$ cat config.mk
export PLATFORM = sky130hd
export DESIGN_NAME = linear_probe_hash_table_flat
export DESIGN_NICKNAME = d
export VERILOG_FILES = /design/src/design/lpht_pkg.sv /design/src/design/lpht_req_if.sv /design/src/design/lpht_rsp_if.sv /design/src/design/lpht_mod.sv /design/src/design/linear_probe_hash_table.sv /design/src/flat_wrapper.sv
export SDC_FILE = /design/constraint.sdc
export NUM_CORES = 1
export LEC_CHECK = 0
export ABC_AREA = 1
export BUFFER_PORTS_ARGS = -buffer_cell sky130_fd_sc_hd__clkbuf_2
export CAP_MARGIN = 0
export CORE_MARGIN = 2
export CORE_UTILIZATION = 50
export CTS_BUF_LIST = sky130_fd_sc_hd__clkbuf_4 sky130_fd_sc_hd__clkbuf_8
export DETAILED_ROUTE_END_ITERATION = 16
export PLACE_DENSITY = 0.66
export SYNTH_ARGS = -nofsm -noshare
export SYNTH_HDL_FRONTEND = slang
export SYNTH_HIERARCHICAL = 1
export SYNTH_SLANG_ARGS = --single-unit
$ cat constraint.sdc
create_clock -name clk_i -period 4.58 [get_ports clk_i]
set_input_delay 0.458 -clock clk_i [delete_from_list [all_inputs] [get_ports clk_i]]
set_output_delay 0.458 -clock clk_i [all_outputs]
set_load 0.1 [all_outputs]
$ cat src/design/lpht_pkg.sv
// lpht_pkg: shared widths, request modes and result status codes for the
// linear probe hash table; no dependencies
package lpht_pkg;

  localparam int unsigned KEY_W              = 32;
  localparam int unsigned VALUE_W            = 16;
  localparam int unsigned MODE_W             = 2;
  localparam int unsigned STATUS_W           = 2;
  localparam int unsigned SLOT_W             = 4;
  localparam int unsigned DEFAULT_SLOT_COUNT = 16;

  localparam logic [MODE_W-1:0] MODE_PROBE_INSERT = 2'd0;
  localparam logic [MODE_W-1:0] MODE_PROBE_DELETE = 2'd1;
  localparam logic [MODE_W-1:0] MODE_CHAIN_INSERT = 2'd2;

  localparam logic [STATUS_W-1:0] STATUS_DONE    = 2'd0;
  localparam logic [STATUS_W-1:0] STATUS_FULL    = 2'd1;
  localparam logic [STATUS_W-1:0] STATUS_MISSING = 2'd2;

  typedef struct packed {
    logic start;
    logic done;
  } mod_ctrl_t;

endpackage

$ cat src/design/lpht_req_if.sv
// lpht_req_if: valid/ready request channel carrying mode, key and value
// depends on lpht_pkg
interface lpht_req_if
  import lpht_pkg::*;
();
  logic               valid;
  logic               ready;
  logic [MODE_W-1:0]  mode;
  logic [KEY_W-1:0]   key;
  logic [VALUE_W-1:0] value;

  modport source (output valid, mode, key, value, input ready);
  modport sink   (input valid, mode, key, value, output ready);
endinterface

$ cat src/design/lpht_rsp_if.sv
// lpht_rsp_if: valid/ready result channel carrying status and slot
// depends on lpht_pkg
interface lpht_rsp_if
  import lpht_pkg::*;
();
  logic                valid;
  logic                ready;
  logic [STATUS_W-1:0] status;
  logic [SLOT_W-1:0]   slot;

  modport source (output valid, status, slot, input ready);
  modport sink   (input valid, status, slot, output ready);
endinterface

$ cat src/design/lpht_mod.sv
// lpht_mod: remainder of a key by the slot count through a reciprocal multiply
// done is registered from start and rises in the cycle after it; depends on lpht_pkg
module lpht_mod
  import lpht_pkg::*;
#(
  parameter int unsigned SLOT_COUNT = DEFAULT_SLOT_COUNT
) (
  input  logic                          clk_i,
  input  logic                          rst_ni,
  input  mod_ctrl_t                     ctrl_i,
  input  logic [KEY_W-1:0]              key_i,
  output mod_ctrl_t                     ctrl_o,
  output logic [$clog2(SLOT_COUNT)-1:0] rem_o
);
  localparam int unsigned IW      = $clog2(SLOT_COUNT);
  localparam int unsigned RECIP_W = KEY_W + 1;
  localparam int unsigned PROD_W  = KEY_W + RECIP_W;
  localparam logic [RECIP_W-1:0] RECIP =
    RECIP_W'(((64'd1 << (KEY_W + IW)) + 64'(SLOT_COUNT) - 64'd1) / 64'(SLOT_COUNT));
  localparam logic [IW-1:0] DIVISOR = IW'(SLOT_COUNT);

  logic              busy_q;
  logic [IW-1:0]     quot_q, quot_d;
  logic [IW-1:0]     key_lo_q, key_lo_d;
  logic [PROD_W-1:0] prod;
  logic [2*IW-1:0]   back;

  // low bits of the quotient are enough, the remainder is below 2**IW
  assign prod     = PROD_W'(key_i) * PROD_W'(RECIP);
  assign quot_d   = ctrl_i.start ? prod[KEY_W+IW +: IW] : quot_q;
  assign key_lo_d = ctrl_i.start ? key_i[IW-1:0] : key_lo_q;
  assign back     = {{IW{1'b0}}, quot_q} * {{IW{1'b0}}, DIVISOR};

  always_ff @(posedge clk_i or negedge rst_ni) begin
    if (!rst_ni) begin
      busy_q <= 1'b0;
    end else begin
      busy_q <= ctrl_i.start;
    end
  end

  always_ff @(posedge clk_i) begin
    quot_q   <= quot_d;
    key_lo_q <= key_lo_d;
  end

  assign ctrl_o.start = busy_q;
  assign ctrl_o.done  = busy_q;
  assign rem_o        = key_lo_q - back[IW-1:0];

endmodule

$ cat src/design/linear_probe_hash_table.sv
// linear_probe_hash_table: open-addressing hash table with linear probing and chaining
// steps: key remainder (skipped for a power-of-two slot count), a probe of at most
// SLOT_COUNT slots, a chain walk of at most SLOT_COUNT links for chained insert, then the result register
// one item at a time: no new request is taken until the result has been accepted
// reset: a clearing pass over all SLOT_COUNT slots empties the table before the first item
// depends on lpht_pkg, lpht_req_if, lpht_rsp_if, lpht_mod
module linear_probe_hash_table
  import lpht_pkg::*;
#(
  parameter int unsigned SLOT_COUNT = DEFAULT_SLOT_COUNT
) (
  input  logic       clk_i,
  input  logic       rst_ni,
  lpht_req_if.sink   req_i,
  lpht_rsp_if.source rsp_o
);
  localparam int unsigned IW = $clog2(SLOT_COUNT);
  localparam logic [IW-1:0] SLOT_LAST = IW'(SLOT_COUNT - 1);
  localparam bit IS_POW2 = ((SLOT_COUNT & (SLOT_COUNT - 1)) == 0);

  localparam logic [2:0] ST_CLEAR = 3'd0;
  localparam logic [2:0] ST_IDLE  = 3'd1;
  localparam logic [2:0] ST_MOD   = 3'd2;
  localparam logic [2:0] ST_PROBE = 3'd3;
  localparam logic [2:0] ST_CHAIN = 3'd4;
  localparam logic [2:0] ST_RESP  = 3'd5;

  typedef struct packed {
    logic [KEY_W-1:0]   key;
    logic [VALUE_W-1:0] value;
    logic               used;
    logic               deleted;
    logic               link_null;
    logic [IW-1:0]      link;
  } entry_t;

  localparam entry_t ENTRY_RESET = '{key: '0, value: '0, used: 1'b0, deleted: 1'b0,
                                     link_null: 1'b1, link: '0};

  entry_t mem [SLOT_COUNT];
  entry_t rd_q;
  entry_t wr_data;
  logic   we;

  logic [2:0]          state_q, state_d;
  logic [IW-1:0]       ptr_q, ptr_d;
  logic [IW-1:0]       home_q, home_d;
  logic [IW-1:0]       new_q, new_d;
  logic [IW-1:0]       n_q, n_d;
  logic [MODE_W-1:0]   mode_q, mode_d;
  logic [KEY_W-1:0]    key_q, key_d;
  logic [VALUE_W-1:0]  value_q, value_d;
  logic [STATUS_W-1:0] status_q, status_d;
  logic [SLOT_W-1:0]   slot_q, slot_d;

  logic [IW-1:0]        ptr_next;
  logic [IW+SLOT_W-1:0] ptr_wide;
  logic [IW+SLOT_W-1:0] new_wide;
  logic                 accept;
  mod_ctrl_t            mod_in, mod_out;
  logic [IW-1:0]        mod_rem;

  lpht_mod #(
    .SLOT_COUNT(SLOT_COUNT)
  ) u_mod (
    .clk_i  (clk_i),
    .rst_ni (rst_ni),
    .ctrl_i (mod_in),
    .key_i  (req_i.key),
    .ctrl_o (mod_out),
    .rem_o  (mod_rem)
  );

  assign accept   = req_i.valid && req_i.ready;
  assign ptr_next = (ptr_q == SLOT_LAST) ? '0 : ptr_q + 1'b1;
  assign ptr_wide = {{SLOT_W{1'b0}}, ptr_q};
  assign new_wide = {{SLOT_W{1'b0}}, new_q};

  assign req_i.ready  = (state_q == ST_IDLE);
  assign rsp_o.valid  = (state_q == ST_RESP);
  assign rsp_o.status = status_q;
  assign rsp_o.slot   = slot_q;

  always_comb begin
    state_d  = state_q;
    ptr_d    = ptr_q;
    home_d   = home_q;
    new_d    = new_q;
    n_d      = n_q;
    mode_d   = mode_q;
    key_d    = key_q;
    value_d  = value_q;
    status_d = status_q;
    slot_d   = slot_q;
    we       = 1'b0;
    wr_data  = rd_q;
    mod_in.start = 1'b0;
    mod_in.done  = 1'b0;
    unique case (state_q)
      ST_CLEAR: begin
        we      = 1'b1;
        wr_data = ENTRY_RESET;
        ptr_d   = ptr_next;
        if (ptr_q == SLOT_LAST) begin
          state_d = ST_IDLE;
        end
      end
      ST_IDLE: begin
        if (accept) begin
          mode_d  = req_i.mode;
          key_d   = req_i.key;
          value_d = req_i.value;
          n_d     = '0;
          if (req_i.mode != MODE_PROBE_INSERT && req_i.mode != MODE_PROBE_DELETE &&
              req_i.mode != MODE_CHAIN_INSERT) begin
            status_d = STATUS_MISSING;
            slot_d   = '0;
            state_d  = ST_RESP;
          end else if (IS_POW2) begin
            ptr_d   = req_i.key[IW-1:0];
            home_d  = req_i.key[IW-1:0];
            state_d = ST_PROBE;
          end else begin
            mod_in.start = 1'b1;
            state_d      = ST_MOD;
          end
        end
      end
      ST_MOD: begin
        if (mod_out.done) begin
          ptr_d   = mod_rem;
          home_d  = mod_rem;
          state_d = ST_PROBE;
        end
      end
      ST_PROBE: begin
        priority if (mode_q == MODE_PROBE_INSERT && (!rd_q.used || rd_q.deleted)) begin
          we       = 1'b1;
          wr_data  = '{key: key_q, value: value_q, used: 1'b1, deleted: 1'b0,
                       link_null: 1'b1, link: '0};
          status_d = STATUS_DONE;
          slot_d   = ptr_wide[SLOT_W-1:0];
          state_d  = ST_RESP;
        end else if (mode_q == MODE_PROBE_DELETE && rd_q.used && !rd_q.deleted &&
                     rd_q.key == key_q) begin
          we              = 1'b1;
          wr_data.deleted = 1'b1;
          status_d        = STATUS_DONE;
          slot_d          = ptr_wide[SLOT_W-1:0];
          state_d         = ST_RESP;
        end else if (mode_q == MODE_CHAIN_INSERT && !rd_q.used) begin
          we            = 1'b1;
          wr_data.key   = key_q;
          wr_data.value = value_q;
          wr_data.used  = 1'b1;
          new_d         = ptr_q;
          ptr_d         = home_q;
          n_d           = '0;
          state_d       = ST_CHAIN;
        end else if (n_q == SLOT_LAST) begin
          status_d = (mode_q == MODE_PROBE_DELETE) ? STATUS_MISSING : STATUS_FULL;
          slot_d   = '0;
          state_d  = ST_RESP;
        end else begin
          ptr_d = ptr_next;
          n_d   = n_q + 1'b1;
        end
      end
      ST_CHAIN: begin
        priority if (rd_q.link_null) begin
          if (ptr_q != new_q) begin
            we                = 1'b1;
            wr_data.link_null = 1'b0;
            wr_data.link      = new_q;
          end
          status_d = STATUS_DONE;
          slot_d   = new_wide[SLOT_W-1:0];
          state_d  = ST_RESP;
        end else if (n_q == SLOT_LAST) begin
          status_d = STATUS_DONE;
          slot_d   = new_wide[SLOT_W-1:0];
          state_d  = ST_RESP;
        end else begin
          ptr_d = rd_q.link;
          n_d   = n_q + 1'b1;
        end
      end
      ST_RESP: begin
        if (rsp_o.ready) begin
          state_d = ST_IDLE;
        end
      end
      default: begin
        state_d = ST_IDLE;
      end
    endcase
  end

  always_ff @(posedge clk_i or negedge rst_ni) begin
    if (!rst_ni) begin
      state_q <= ST_CLEAR;
      ptr_q   <= '0;
      n_q     <= '0;
    end else begin
      state_q <= state_d;
      ptr_q   <= ptr_d;
      n_q     <= n_d;
    end
  end

  always_ff @(posedge clk_i) begin
    home_q   <= home_d;
    new_q    <= new_d;
    mode_q   <= mode_d;
    key_q    <= key_d;
    value_q  <= value_d;
    status_q <= status_d;
    slot_q   <= slot_d;
  end

  // slot memory: one write port, one registered read port at the next pointer
  always_ff @(posedge clk_i) begin
    if (we) begin
      mem[ptr_q] <= wr_data;
    end
    rd_q <= mem[ptr_d];
  end

endmodule

$ cat src/flat_wrapper.sv
// flat-port wrapper written by rule: the top's interface ports become plain ports
module linear_probe_hash_table_flat import lpht_pkg::*;
#(
  parameter int unsigned SLOT_COUNT = DEFAULT_SLOT_COUNT
)
  (clk_i, rst_ni, req_i_valid, req_i_mode, req_i_key, req_i_value, req_i_ready, rsp_o_valid, rsp_o_status, rsp_o_slot, rsp_o_ready);
  lpht_req_if req_i_i ();
  lpht_rsp_if rsp_o_i ();
  input  logic clk_i;
  input  logic rst_ni;
  input wire logic [$bits(req_i_i.valid)-1:0] req_i_valid;
  input wire logic [$bits(req_i_i.mode)-1:0] req_i_mode;
  input wire logic [$bits(req_i_i.key)-1:0] req_i_key;
  input wire logic [$bits(req_i_i.value)-1:0] req_i_value;
  output wire logic [$bits(req_i_i.ready)-1:0] req_i_ready;
  output wire logic [$bits(rsp_o_i.valid)-1:0] rsp_o_valid;
  output wire logic [$bits(rsp_o_i.status)-1:0] rsp_o_status;
  output wire logic [$bits(rsp_o_i.slot)-1:0] rsp_o_slot;
  input wire logic [$bits(rsp_o_i.ready)-1:0] rsp_o_ready;
  assign req_i_i.valid = req_i_valid;
  assign req_i_i.mode = req_i_mode;
  assign req_i_i.key = req_i_key;
  assign req_i_i.value = req_i_value;
  assign req_i_ready = req_i_i.ready;
  assign rsp_o_valid = rsp_o_i.valid;
  assign rsp_o_status = rsp_o_i.status;
  assign rsp_o_slot = rsp_o_i.slot;
  assign rsp_o_i.ready = rsp_o_ready;
  linear_probe_hash_table #(.SLOT_COUNT(SLOT_COUNT)) u_core (.clk_i(clk_i), .rst_ni(rst_ni), .req_i(req_i_i), .rsp_o(rsp_o_i));
endmodule
Word-level counts from Yosys, hierarchy flattened --
Memories as Yosys holds them, arrays and structs flattened. A register that Yosys moved wholly into a read port is not among the register bits. Cells that the tools add are included.
Storage, ports and cells: memory bits (writable) 880, memories 1, output and inout port bits 8, flip-flop bits (word level) 75
Memories:
- u_core.mem | depth 16, width 55, read ports 1, clocked after Yosys merged registers in 1, wr ports 1, RTL line linear_probe_hash_table.sv:40 | entry_t mem [SLOT_COUNT];
Cells by class: add/sub/neg operators 2, bitwise operators 3, mux-type cells 66, eq/ne operators 24, reductions and logical operators 22
Operators by type and width (count):
- 4-bit 2-to-1 mux | 26
- 50-bit case mux with 2 select lines | 1
- 49-bit 2-to-1 mux | 2
- 50-bit 2-to-1 mux | 1
- 32-bit equality test | 1
- 3-bit 2-to-1 mux | 9
- 4-bit case mux with 3 select lines | 2
- 2-bit 2-to-1 mux | 9
- 3-bit case mux with 6 select lines | 1
- 4-bit case mux with 4 select lines | 1
- 5-bit 2-to-1 mux | 3
- 5-bit case mux with 3 select lines | 1
- 2-bit inequality test (second input constant) | 7
- 4-bit AND reduction | 3
- 4-bit by 1-bit adder with 4-bit output (second input constant) | 2
- 4-bit equality test (second input constant) | 2
- 1-bit logical AND | 8
- 1-bit 2-to-1 mux | 8
- 3-bit by 2-bit equality test with 1-bit output (second input constant) | 2
- 3-bit equality test (second input constant) | 2
- 2-bit by 1-bit inequality test with 1-bit output (second input constant) | 3
- 2-bit case mux with 3 select lines | 1
- 6-bit AND reduction | 1
- 5-bit AND reduction | 1
- 16 further kinds | 20

Longest topological paths before layout --
depth after elaboration 9, gate-level depth with buffers 19, depth with buffers taken out 17

Hierarchy --
Netlist, hierarchy kept.
By module, submodules not included:
- linear_probe_hash_table | area an instance 32265.9 um^2, cells an instance 3078, sequential area each 21235.4 um^2, instances 1
- lpht_mod | area an instance 160.2 um^2, cells an instance 7, sequential area each 145.1 um^2, instances 1

Worst setup path before layout --
No wires, ideal clock.
path type register to register, from reg u_core.mode_q[1], to mem u_core/mem[15][0] (netlist bit) (enable), stages on the path, launching flop included 14, required time 4132 ps, arrival time 3272 ps, clock period less this slack 3721 ps, buffers on the path 0, setup slack 859 ps, cells stage by stage edfxtp_1 inv_2 nand2_1 nor2_1 nand2_1 nor2_1 nand2_1 nor2_1 nand3_2 nand2_2 nand2_1 nand2_1 inv_1 a21oi_1
Between the ends: cells in the longest elaborated chain, start to end 9, elaborated cells between the ends (all ways) 14, classes of those cells eq/ne: 2; mux: 6; reduce/logical: 6
RTL lines:
- from (decl) | RTL line linear_probe_hash_table.sv:50 | logic [MODE_W-1:0] mode_q, mode_d;
- from (signal assigned) | RTL line linear_probe_hash_table.sv:214 | mode_q <= mode_d;
- 2-bit by 1-bit equality test with 1-bit output | RTL line linear_probe_hash_table.sv:144 | end else if (mode_q == MODE_PROBE_DELETE && rd_q.used && !rd_q.deleted &&
- 1-bit logical AND (3 in series) | RTL line linear_probe_hash_table.sv:144
- 1-bit 2-to-1 mux | RTL line linear_probe_hash_table.sv:144
- 1-bit 2-to-1 mux (*) | RTL line linear_probe_hash_table.sv:137 | priority if (mode_q == MODE_PROBE_INSERT && (!rd_q.used || rd_q.deleted)) begin
- 1-bit case mux with 3 select lines (*) | RTL line linear_probe_hash_table.sv:99 | unique case (state_q)
- 1-bit 2-to-1 mux (*) | RTL line linear_probe_hash_table.sv:223 | if (we) begin
- 1-bit 2-to-1 mux (not written as such) (*) | RTL line linear_probe_hash_table.sv:224 | mem[ptr_q] <= wr_data;
- to (decl) | RTL line linear_probe_hash_table.sv:40
Every way passes the cells marked *; elsewhere a longest branch is shown, timed or not.

Final worst setup path --
from reg u_core.mode_q[1], to mem u_core/mem[10][44] (netlist bit) (enable)
The elaborated chain is that of the path after synthesis.

==> results.md <==
* Core Region at 0.0642 sq mm
* Req. time, crit path at 4.98 ns
* Final Critical Period at 3.89 ns
* Largest net degree at the start of global routing at 216
* Worst path bufs/invs at 3
* I/O Buffers at 45
* Synth Warn # at 6
* Site row count at 93
* Synthesized instance count at 3,084
* Net count, final at 3,237
* Relative slew slack at 0.144
* Worst slew pin tran at 1.28 ns
* CTS tree: built
* First-pass DRT Iterations at 6
* Setup Skew at 0.0474 ns
* Crit-path most repeated cell: nand2_1
* Global-route met1 utilization at 0.346
* Total Neg Setup Slack at 0 ns
* Slowest stage delay, CP at 0.59 ns
* Die height at 259 um
* Top cell family by delay on the critical path: simple AND/OR/NAND/NOR gates
* Ports at 62
* Later-pin clock latency in the skew report at 0.74 ns
* Outcome: complete, no violations
* Htree depth at 3
* Initial Util at 0.505
* Max Slew Vio Count at 0
* Critical-path cell list: inv_2, nand2_1, nor2_1, nand2_1, nor2_1, nand2_1, nor2_1, nand3_2, nand2_2, nand2_1, nand2_1, inv_1, nand2_1, nand2_1, nor2_4, buf_12
* Final worst path period share at 0.850
* Crit path capture type: register
* Fillers at 5,347
* M2 GR Usage at 0.430
* GP Congestion at 0.896
* Vias in the first global route at 22,466
* CTS max path bufs at 3
* Worst Path Arrival at 4.29 ns
* Clk root buf: clkbuf_8
* TritonCTS buffer count at 118
* All-layer global routing usage at 0.260
* Final setup fails at 0
* Post-synthesis cell area at 0.0324 sq mm
* GRT overflow at 0
* HP Class: input port to register
* GRT busiest layer: met2
* Fin. Hold Viols at 0
* RSZ-0062 raised after global routing: false
* Mean post-synth cell area at 10.5 sq um
* Max Clk Rate at 257 MHz
* CTS Sinks at 727
* Gates resized, CTS repair at 0
* Width of the die at 259 um
* CP startpoint kind: register
* Mean routed wirelength per cell at 20.9 um
* CP Max Fanout at 19
* Global-route wire length before repair at 132 mm
* Post-route ant nets at 0
* Vias/cell at 5.53
* Routed WL at 86.3 mm
* Global Route met3 Usage at 0.0408
* Critical setup path kind: register to register
* Synth-to-Final Area Change at 13.5%
* DPL Wire Length at 42.8 mm
* Clk pin slew, worst setup/hold paths at 0.06 ns
* Share of layout cells above drive strength 1 at 0.112
* DR iter-0 viols at 2,463
* CP max stage cell: nor2_4
* Max-cap violations at 0
* Remaining DRCs at 0
* Vias after detailed routing at 22,892
* Initial antenna violation count at 1
* Die Area at 0.0669 sq mm
-- sequential cells by signal, indices dropped and copies added, names as in the netlist --
name	count
u_core/mem	624
u_core/rd_q	39
u_core/key_q	32
u_core/home_q	4
u_core/n_q	4
u_core/new_q	4
u_core/ptr_q	4
u_core/rsp_o.slot	4
u_core/u_mod/key_lo_q	4
u_core/state_q	3
u_core/mode_q	2
u_core/rsp_o.status	2
u_core/u_mod/busy_q	1
-- area by class of cell --
type / count / area, sq um / share of cell area
Inverter: 547 / 2050 / 0.0558
Antenna cell: 1 / 2.50 / 0.0000680
Timing Repair Buffer: 148 / 1480 / 0.0401
Clock buffer: 182 / 2170 / 0.0591
Clock inverter: 42 / 314 / 0.00854
Multi-Input combinational cell: 1636 / 8310 / 0.226
Sequential cell: 727 / 21400 / 0.581
Tap cell: 855 / 1070 / 0.0291
-- timing repair --
item                                   4_1_cts  5_1_grt
setup buffers                                0        0
endpoints found under the hold margin       42        0
setup endpoints to repair                    0        0
hold buffers                                31        0
-- worst paths after layout --
kind / to / start / cells after the start / slack (ns)
max: u_core/mem[10][44]$_DFFE_PP_ / u_core/mode_q[1]$_DFFE_PP_ / 16 / 0.69
min: u_core/u_mod/key_lo_q[1]$_DFFE_PP_ / req_i_key[1] / 1 / 0.07
max reg2reg: u_core/mem[10][44]$_DFFE_PP_ / u_core/mode_q[1]$_DFFE_PP_ / 16 / 0.69
min reg2reg: u_core/home_q[0]$_DFFE_PP_ / u_core/u_mod/key_lo_q[0]$_DFFE_PP_ / 2 / 0.55
max in group asynchronous: u_core/n_q[0]$_DFFE_PN0P_ / rst_ni / 2 / 4.06
min in group asynchronous: u_core/ptr_q[2]$_DFF_PN0_ / rst_ni / 2 / 0.20
-- cells in the final DEF, fill, tap and decap left out, types with 5 or more instances in the layout --
| cell type | count |
|---|---|
| edfxtp_1 | 676 |
| o22ai_1 | 17 |
| nor2_1 | 63 |
| nor2_4 | 17 |
| clkbuf_4 | 53 |
| clkinv_1 | 21 |
| clkbuf_8 | 129 |
| inv_2 | 14 |
| xnor2_1 | 15 |
| a21oi_1 | 22 |
| xor2_1 | 11 |
| buf_4 | 40 |
| ha_1 | 5 |
| dlygate4sd3_1 | 31 |
| nand3_1 | 718 |
| conb_1 | 5 |
| clkbuf_2 | 45 |
| nand2_1 | 486 |
| buf_12 | 32 |
| clkinv_2 | 12 |
| dfxtp_1 | 39 |
| dfrtp_1 | 12 |
| o21ai_0 | 79 |
| inv_1 | 533 |
| nand3b_1 | 157 |
-- layer usage --
metal	share of wire	vias to the layer above
met2	0.48	1052
met3	0.084	188
li1	-	10598
met4	0.032	0
met5	0	-
met1	0.41	11054
-- per-stage QoR --
stage	worst slack [ns]	utilization	hold WS [ns]	cell area, sq um	instances
floorplan	0.859	-	0.162	32400	3088
global placement	0.841	0.529	0.370	34000	3882
detailed placement	0.838	0.529	0.395	34000	3882
CTS	0.784	0.573	0.00382	36800	4137
global route	0.566	0.573	0.0404	36800	4138
finish	0.686	0.573	0.0717	36800	4138
Power is not shown: default switching activity piles up to over one toggle a cycle in this logic, so the estimate is an artifact.
